### config.mk
export PLATFORM = sky130hd
export DESIGN_NAME = battery_voltage_and_level
export DESIGN_NICKNAME = d
export VERILOG_FILES = /design/src/sv/bvl_pkg.sv /design/src/sv/battery_voltage_and_level.sv
export SDC_FILE = /design/constraint.sdc
export NUM_CORES = 1
export LEC_CHECK = 0
export BUFFER_PORTS_ARGS = -buffer_cell sky130_fd_sc_hd__clkbuf_2
export CORE_UTILIZATION = 40
export DETAILED_ROUTE_END_ITERATION = 10
export GPL_TIMING_DRIVEN = 0
export HOLD_SLACK_MARGIN = 0.08
export PLACE_DENSITY = 0.66
export SLEW_MARGIN = 10
export SYNTH_ARGS = -nofsm -noshare
export SYNTH_HDL_FRONTEND = slang
export SYNTH_SLANG_ARGS = --single-unit
### constraint.sdc
create_clock -name clk -period 14.8 [get_ports clk]
set_input_delay 2.96 -clock clk [delete_from_list [all_inputs] [get_ports clk]]
set_output_delay 2.96 -clock clk [all_outputs]
set_load 0.02 [all_outputs]
### src/sv/bvl_pkg.sv
// shared constants, types and the level curve for battery_voltage_and_level
// no dependencies

package bvl_pkg;

    localparam int ADC_BITS_DEFAULT = 10;
    localparam int MV_BITS          = 16;
    localparam int PCT_BITS         = 7;
    localparam int QBITS_PER_STAGE  = 4;

    localparam logic [MV_BITS-1:0] BANDGAP_RESET = 16'd1100;
    localparam logic [MV_BITS-1:0] MV_MAX        = 16'hFFFF;
    localparam logic [MV_BITS-1:0] FULL_MV       = 16'd3000;
    localparam logic [MV_BITS-1:0] KNEE_HI_MV    = 16'd2880;
    localparam logic [MV_BITS-1:0] KNEE_LO_MV    = 16'd2680;
    localparam logic [MV_BITS-1:0] EMPTY_MV      = 16'd2200;
    localparam logic [MV_BITS-1:0] PCT_FULL      = 16'd100;
    localparam logic [MV_BITS-1:0] PCT_KNEE_HI   = 16'd85;
    localparam logic [MV_BITS-1:0] PCT_KNEE_LO   = 16'd60;

    typedef struct packed {
        logic valid;
        logic zero;
        logic sat;
    } ctl_t;

    function automatic logic [PCT_BITS-1:0] level_of(input logic [MV_BITS-1:0] mv);
        logic [MV_BITS-1:0] pct;
        pct = '0;
        priority if (mv >= FULL_MV)
        begin
            pct = PCT_FULL;
        end
        else if (mv >= KNEE_HI_MV)
        begin
            pct = PCT_FULL - ((FULL_MV - mv) >> 3);
        end
        else if (mv >= KNEE_LO_MV)
        begin
            pct = PCT_KNEE_HI - ((KNEE_HI_MV - mv) >> 3);
        end
        else if (mv >= EMPTY_MV)
        begin
            pct = PCT_KNEE_LO - ((KNEE_LO_MV - mv) >> 3);
        end
        else
        begin
            pct = '0;
        end
        return pct[PCT_BITS-1:0];
    endfunction

endpackage

### src/sv/battery_voltage_and_level.sv
// supply voltage and battery level from a bandgap-against-vcc adc code
// depends on bvl_pkg
//
// One item (adc_code) is taken in every cycle that start is high; busy is always
// low since the pipeline never stalls. Each item gives one result, shown on
// supply_mv and battery_percent for one cycle with done high, after it has
// gone through one input stage, four divider stages that each resolve 4 of the 16
// quotient bits of bandgap_mv * 2^ADC_BITS / adc_code, one saturation stage and
// one stage for the level curve. Results come out in the order items went in,
// and the receiver must take each one in the cycle it appears. A zero code
// gives 0 mV and 0 percent; quotients above 65535 saturate. bandgap_mv is
// written through cfg_we / cfg_wdata and is sampled when an item is taken.

module battery_voltage_and_level #(
    parameter int ADC_BITS = bvl_pkg::ADC_BITS_DEFAULT
) (
    input  logic                          clk,
    input  logic                          rst_n,
    input  logic                          start,
    output logic                          busy,
    input  logic [ADC_BITS-1:0]           adc_code,
    input  logic                          cfg_we,
    input  logic [bvl_pkg::MV_BITS-1:0]   cfg_wdata,
    output logic                          done,
    output logic [bvl_pkg::MV_BITS-1:0]   supply_mv,
    output logic [bvl_pkg::PCT_BITS-1:0]  battery_percent
);

    localparam int QW      = bvl_pkg::MV_BITS;
    localparam int DW      = QW + ADC_BITS;
    localparam int STEPS   = bvl_pkg::QBITS_PER_STAGE;
    localparam int NSTG    = QW / STEPS;
    localparam int LATENCY = NSTG + 3;

    logic [QW-1:0] bandgap_reg;

    always_ff @(posedge clk or negedge rst_n)
    begin
        if (!rst_n)
        begin
            bandgap_reg <= bvl_pkg::BANDGAP_RESET;
        end
        else if (cfg_we)
        begin
            bandgap_reg <= cfg_wdata;
        end
    end

    assign busy = 1'b0;

    // input stage
    logic [DW-1:0] dividend;
    logic [DW-1:0] sat_limit;
    assign dividend  = {bandgap_reg, {ADC_BITS{1'b0}}};
    assign sat_limit = {adc_code, {QW{1'b0}}};

    bvl_pkg::ctl_t       ctl_reg  [NSTG+1];
    logic [ADC_BITS-1:0] code_reg [NSTG+1];
    logic [ADC_BITS-1:0] rem_reg  [NSTG+1];
    logic [QW-1:0]       low_reg  [NSTG+1];
    logic [QW-1:0]       quot_reg [NSTG+1];

    always_ff @(posedge clk or negedge rst_n)
    begin
        if (!rst_n)
        begin
            ctl_reg[0] <= '0;
        end
        else
        begin
            ctl_reg[0].valid <= start;
            ctl_reg[0].zero  <= (adc_code == '0);
            ctl_reg[0].sat   <= (dividend >= sat_limit);
        end
    end

    always_ff @(posedge clk)
    begin
        code_reg[0] <= adc_code;
        rem_reg[0]  <= dividend[DW-1:QW];
        low_reg[0]  <= dividend[QW-1:0];
        quot_reg[0] <= '0;
    end

    // divider stages
    for (genvar k = 0; k < NSTG; k++)
    begin : g_div
        logic [ADC_BITS-1:0] rem_next;
        logic [QW-1:0]       low_next;
        logic [QW-1:0]       quot_next;

        always_comb
        begin
            logic [ADC_BITS:0] trial;
            rem_next  = rem_reg[k];
            low_next  = low_reg[k];
            quot_next = quot_reg[k];
            for (int j = 0; j < STEPS; j++)
            begin
                trial    = {rem_next, low_next[QW-1]};
                low_next = {low_next[QW-2:0], 1'b0};
                if (trial >= {1'b0, code_reg[k]})
                begin
                    trial     = trial - {1'b0, code_reg[k]};
                    quot_next = {quot_next[QW-2:0], 1'b1};
                end
                else
                begin
                    quot_next = {quot_next[QW-2:0], 1'b0};
                end
                rem_next = trial[ADC_BITS-1:0];
            end
        end

        always_ff @(posedge clk or negedge rst_n)
        begin
            if (!rst_n)
            begin
                ctl_reg[k+1] <= '0;
            end
            else
            begin
                ctl_reg[k+1] <= ctl_reg[k];
            end
        end

        always_ff @(posedge clk)
        begin
            code_reg[k+1] <= code_reg[k];
            rem_reg[k+1]  <= rem_next;
            low_reg[k+1]  <= low_next;
            quot_reg[k+1] <= quot_next;
        end
    end

    // saturation stage
    logic          mv_valid_reg;
    logic [QW-1:0] mv_reg;
    logic [QW-1:0] mv_next;

    always_comb
    begin
        priority if (ctl_reg[NSTG].zero)
        begin
            mv_next = '0;
        end
        else if (ctl_reg[NSTG].sat)
        begin
            mv_next = bvl_pkg::MV_MAX;
        end
        else
        begin
            mv_next = quot_reg[NSTG];
        end
    end

    always_ff @(posedge clk or negedge rst_n)
    begin
        if (!rst_n)
        begin
            mv_valid_reg <= 1'b0;
        end
        else
        begin
            mv_valid_reg <= ctl_reg[NSTG].valid;
        end
    end

    always_ff @(posedge clk)
    begin
        mv_reg <= mv_next;
    end

    // level stage and output registers
    logic                         done_reg;
    logic [QW-1:0]                supply_mv_reg;
    logic [bvl_pkg::PCT_BITS-1:0] battery_percent_reg;

    always_ff @(posedge clk or negedge rst_n)
    begin
        if (!rst_n)
        begin
            done_reg <= 1'b0;
        end
        else
        begin
            done_reg <= mv_valid_reg;
        end
    end

    always_ff @(posedge clk)
    begin
        supply_mv_reg       <= mv_reg;
        battery_percent_reg <= bvl_pkg::level_of(mv_reg);
    end

    assign done            = done_reg;
    assign supply_mv       = supply_mv_reg;
    assign battery_percent = battery_percent_reg;

    a_latency: assert property (@(posedge clk) disable iff (!rst_n)
        start |-> ##LATENCY done)
        else $error("item did not come out after the pipeline latency");

    a_pct_range: assert property (@(posedge clk) disable iff (!rst_n)
        done |-> (battery_percent <= 7'd100))
        else $error("battery percent above 100");

    a_full: assert property (@(posedge clk) disable iff (!rst_n)
        (done && (supply_mv >= bvl_pkg::FULL_MV)) |-> (battery_percent == 7'd100))
        else $error("full supply not reported as 100 percent");

    a_empty: assert property (@(posedge clk) disable iff (!rst_n)
        (done && (supply_mv < bvl_pkg::EMPTY_MV)) |-> (battery_percent == 7'd0))
        else $error("low supply not reported as 0 percent");

endmodule
==> results of run 1 <==
## worst max path at each step
| stage | start | end | slack, ps | depth (start not counted) |
|---|---|---|---|---|
| after CTS | code_reg[0][1] | rem_reg[0][19] | 4230 | 40 |
| after floorplan | code_reg[0][1] | rem_reg[0][12] | 5800 | 40 |
| after global placement | code_reg[0][1] | rem_reg[0][19] | 4410 | 40 |
| after global routing | code_reg[0][1] | rem_reg[0][19] | 3490 | 40 |
| final | code_reg[0][1] | rem_reg[0][19] | 4170 | 40 |
| after detailed placement | code_reg[0][1] | rem_reg[0][19] | 4370 | 40 |
## final cells by class
class | instances | share of cell area, %
plain buffers | 24 | 0.711
clock buffers | 18 | 2.80
clock inverters | 14 | 1.25
inverters | 108 | 2.70
multi-input cells | 1169 | 59.9
flip-flops and latches | 200 | 27.3
well taps | 448 | 3.66
repair buffers | 52 | 1.70
## logic make-up after synthesis
group	after synthesis	synth area share, %
xor gates and xnor gates	104	6.57
adders and majority gates	175	16.3
DFF	200	30.1
buffers and inverters	132	3.76
and+or+nand+nor	398	14.5
muxes	127	10.4
other	1	0.0270
AOI/OAI and AO/OA	364	18.4
## critical path: cells and delay by family, from the launching register on
kind,cells,cell delay [ps]
compound gates,19,4810
fa+ha+maj,4,1060
buf+inv,6,890
flops,1,520
mux,5,1860
simple gates,6,1350
## metrics by stage
stage                     area (sq um)  setup slack, ps  std cells
after floorplan                  13900             5800       1501
after global placement           14700             4410       2001
after detailed placement         14700             4370       2001
after CTS                        15300             4230       2033
after global routing             15300             3490       2033
final                            15300             4170       2033
## per-layer routing
metal	GRT usage (%)	routed length, microns	up-vias
li1	-	-	5591
met1	25.0	15800	5201
met2	31.7	15400	190
met3	2.33	991	34
met4	4.91	524	0
met5	0	0	-
## placed cells by master, fill, tap and decap left out, drive strengths merged, types with 8 or more instances in the layout
cell	instances
a21o	51
nand4	21
buf	10
ha	165
nor3	41
dfxtp	167
a221oi	8
fa	9
o21bai	8
a31oi	12
nand2	65
o21ai	68
and2	10
nand2b	18
clkinv	8
nand3	25
xnor2	69
dfrtp	29
nor2b	31
mux2	110
or2	8
or3	12
and4	10
clkbuf	84
o21a	29
a21oi	81
xor2	35
inv	114
a211oi	23
a21boi	8
nor2	134
mux2i	17
==> impl_metrics.csv, run 1 <==
group,metric,value,unit
outcome,status,"finished clean",
synth,yosysMostFrequentCell,"dfxtp_1",
synth,synth_seq_cells,200,
die,start_util,41.0,%
layout,nets,1776,
critical_path,r2r-start,"code_reg[0][1]",
critical_path,r2r_cells,40,
run,drv_cap,0,
timing,worst_pin_slew,962,ps
clocking,cts_tree,"yes",
timing,max_freq,0.0940,GHz
critical_path,cp_max_fo,10,
die,die_w,188,microns
clocking,clk_pin_slew_worst_paths,80,ps
route,routed_wirelength,32.7,mm
layout,layout-drive-gt1-share,14.4,%
timing,relSlewSlack,35.7,%
route,route.vias.total,11000,
synth,syn_avg_cell_area,9.24,sq um
critical_path,cp.required,15120,ps
synth,postSynth.asyncResetShare,16.5,%
hold_path,holdCritStartpoint,"quot_reg[0][59]",
hold_path,min_to,"quot_reg[0][79]",
clocking,cts.sink_count,200,
synth,syn_inst,1501,
clocking,htreeDepth,4,
critical_path,critical_path.startpoint_type,"flop",
route,firstDrtPassIters,5,
layout,area_delta_synth_final,10.4,%
synth,synth.distinct_cells,97,
synth,ys_warn_count,0,
timing,timing.hold.ws,329,ps
clocking,numCtsBuffers,17,
layout,nFillCells,3221,
synth,synth_edf_count,0,
synth,synth_area_leader_cell,"dfxtp_1",
route,wl_per_cell,16.1,microns
timing,hold_viol,0,
clocking,post_cts.repair.setup_buffers,0,
synth,synth_seq_area_share,30.1,%
timing,setup_violations,0,
timing,period_needed,10630,ps
grt,grt_start_max_net_pins,34,
grt,track_usage,18.7,%
die,coreArea,33900,sq um
critical_path,criticalPathCategory,"flop to flop",
route,vias_per_cell,5.42,
die,die_h,188,microns
grt,grt_pass1_wl,53.7,mm
clocking,postCtsResizedCells,0,
critical_path,crit_path_max_incr_delay,520,ps
timing,rsz0062_at_grt,"false",
critical_path,critical_path_arrival,10950,ps
synth,yosys-top-cells-area,"dfxtp_1, ha_1, mux2_2",
layout,utilization,45.2,%
timing,setup_tns,0,ps
die,io_pins,55,
clocking,clock-root-buffer,"clkbuf_16",
critical_path,cpMaxStageDelayCell,"dfxtp_1",
timing,fin_crit_sh,71.8,%
critical_path,end_kind,"flop",
clocking,cts_buffer_depth,2,
timing,skew,12.5,ps
synth,yosysTopAreaCellShare,24.1,%
synth,netlist_area,13900,sq um
synth,syn-num-nets,1705,
place,portBuffers,52,
critical_path,rrSetupSlack,4170,ps
layout,final-seq-area,4170,sq um
place,place.gp.congestion,0.894,
die,rows,67,
hold_path,min_path_type,"flop to flop",
hold_path,hold_depth,0,
place,place_hpwl,26.2,mm
grt,grt_antenna_before_repair,0,
clocking,hold_buffers,0,
layout,antenna_cells,0,
clocking,clock_latency,440,ps
grt,grt_remaining_overflow,0,
route,drc_errors,0,
route,first_iter_violations,706,
layout,multi_input_area,9180,sq um
die,dieArea,35400,sq um
timing,finalMaxSlewViolations,0,
grt,grt_pass1_vias,10800,
synth,ys_top_cells_by_count,"dfxtp_1, ha_1, nor2_1",
synth,synthFlopType,"dfxtp_1",
critical_path,rr_endpoint,"rem_reg[0][19]",
route,ant_nets,0,
Power of run 1 is not shown: default switching activity piles up to over one toggle a cycle in this logic, so the estimate is an artifact.
==> run 2: changes to the inputs <==
Settings changed: ABC_AREA set to 1.
Clock period 14.8 ns to 10.3 ns, I/O delays scaled along.
==> impl_metrics.csv, run 2 <==
group,metric,value,unit
clocking,post_cts.repair.setup_buffers,0,
die,die_h,192,microns
timing,hold_viol,0,
grt,grt_antenna_before_repair,0,
grt,grt_remaining_overflow,0,
synth,synthFlopType,"dfxtp_1",
clocking,cts.sink_count,200,
timing,max_freq,0.134,GHz
route,drc_errors,0,
critical_path,critPathCapture,"rem_reg[0][18]",
critical_path,cpMaxStageDelayCell,"dfxtp_1",
critical_path,critical_path.startpoint_type,"flop",
critical_path,crit_path_max_incr_delay,550,ps
critical_path,cp.required,10610,ps
place,place.gp.congestion,0.929,
die,dieArea,36900,sq um
critical_path,crit_start,"code_reg[0][1]",
critical_path,r2r_cells,49,
timing,fin_ws,2840,ps
layout,layout-drive-gt1-share,10.3,%
layout,layout_common_cells,"nand2_1, inv_1, dfxtp_1",
timing,rsz0062_at_grt,"false",
timing,relSlewSlack,44.2,%
timing,finalMaxSlewViolations,0,
place,dpl_cell_area,15300,sq um
die,start_util,40.7,%
route,routed_wirelength,36.8,mm
place,dp.cells,2503,
die,die_w,192,microns
grt,track_usage,20.5,%
layout,final_area,15900,sq um
synth,yosysTopAreaCellShare,23.1,%
critical_path,cp_common_cell,"nand2_1",
hold_path,min_path_type,"flop to flop",
route,first_iter_violations,779,
clocking,cts_buffer_depth,2,
route,wl_per_cell,14.5,microns
route,route.vias.total,12900,
outcome,status,"finished clean",
critical_path,rr_endpoint,"rem_reg[0][18]",
timing,period_needed,7460,ps
place,portBuffers,52,
route,firstDrtPassIters,5,
layout,nets,2265,
die,coreArea,35600,sq um
synth,syn_avg_cell_area,7.27,sq um
synth,ys_warn_count,0,
synth,yosys-top-cells-area,"dfxtp_1, ha_1, nand2_1",
synth,syn-num-nets,2194,
critical_path,cp_max_fo,10,
clocking,postCtsResizedCells,0,
timing,setup_violations,0,
grt,grt_pass1_wl,60.1,mm
die,rows,69,
synth,netlist_area,14500,sq um
synth,postSynth.asyncResetShare,16.5,%
synth,synth_seq_area_share,28.9,%
clocking,clock_latency,440,ps
die,io_pins,55,
grt,grt_pass1_vias,12300,
critical_path,rrSetupSlack,2840,ps
synth,ys_top_cells_by_count,"nand2_1, inv_1, dfxtp_1",
layout,final_cells,2535,
critical_path,critical_path_arrival,7770,ps
clocking,clock-root-buffer,"clkbuf_16",
layout,antenna_cells,0,
synth,synth.distinct_cells,63,
route,ant_nets,0,
layout,area_delta_synth_final,10.2,%
clocking,htreeDepth,4,
run,drv_cap,0,
critical_path,r2r-start,"code_reg[0][1]",
synth,synth_area_leader_cell,"dfxtp_1",
route,vias_per_cell,5.07,
place,place_hpwl,29.7,mm
clocking,numCtsBuffers,17,
critical_path,end_kind,"flop",
timing,fin_crit_sh,72.4,%
place,post-place-ws,2870,ps
layout,mostFrequentLayoutCell,"nand2_1",
critical_path,criticalPathCategory,"flop to flop",
clocking,clk_pin_slew_worst_paths,80,ps
timing,worst_pin_slew,838,ps
timing,setup_tns,0,ps
synth,yosysMostFrequentCell,"nand2_1",
synth,syn_inst,1990,
grt,grt_start_max_net_pins,34,
timing,skew,12.2,ps
clocking,cts_tree,"yes",
synth,synth_seq_cells,200,
synth,synth_edf_count,0,
clocking,hold_buffers,0,
[run 2: cell types whose count changed in the layout (fill, tap and decap cells not counted), moves of 20 or more]
cell,previous run,this run
a21o_1,51,12
o21a_1,29,7
a21oi_1,81,111
xnor2_1,69,43
nand3_1,24,142
nand2_1,65,521
nor2b_1,30,0
inv_1,102,247
nor3_1,41,21
xor2_1,35,70
mux2_2,86,15
[run 2: kinds of logic after synthesis]
group                    Yosys count  synth area share (%)
buffers and inverters            292                  8.51
adder cells (fa/ha/maj)          174                  15.5
AND/OR/NAND/NOR                  943                  28.9
multiplexers                      15                  1.17
AO/OA/AOI/OAI                    252                  10.1
XOR/XNOR                         113                  6.84
other                              1                0.0259
flip-flops                       200                  28.9
[run 2: critical path, delay by kind of cell (launching register included)]
kind	cells	cell delay, ps
AND/OR/NAND/NOR	28	2430
flip-flops	1	550
adder cells (fa/ha/maj)	4	1410
buffers and inverters	7	1140
AO/OA/AOI/OAI	10	1800
[run 2: final cells by class]
| type | count | area [sq um] |
|---|---|---|
| Clock inverter | 15 | 210 |
| Multi-Input combinational cell | 1498 | 9060 |
| Fill cell | 3582 | 19600 |
| Timing Repair Buffer | 52 | 260 |
| Inverter | 261 | 995 |
| Tap cell | 461 | 577 |
| Buffer | 31 | 236 |
| Clock buffer | 17 | 425 |
| Sequential cell | 200 | 4170 |
[run 2: layer usage]
metal | up-vias | wire length (microns) | GRT usage [%]
li1 | 6628 | - | -
met1 | 5857 | 17800 | 27.4
met2 | 309 | 16300 | 33.2
met3 | 61 | 1630 | 2.72
met4 | 0 | 1060 | 8.06
met5 | - | 0 | 0
[run 2: through the flow]
stage	hold WS [ps]	util, %
3_3_place_gp	310	43.0
2_1_floorplan	310	-
4_1_cts	326	44.8
6_report	327	44.8
3_5_place_dp	312	43.0
5_1_grt	334	44.8
[run 2: how the worst min path moves through the flow]
stage	cells past startpoint	slack, ps	from	to
after floorplan	0	310	low_reg[0][6]	low_reg[0][22]
after global placement	0	310	quot_reg[0][58]	quot_reg[0][78]
after detailed placement	0	310	quot_reg[0][17]	quot_reg[0][37]
after CTS	0	330	quot_reg[0][51]	quot_reg[0][71]
after global routing	0	330	low_reg[0][6]	low_reg[0][22]
final	0	330	quot_reg[0][51]	quot_reg[0][71]
Power of run 2 is left out for the same reason.
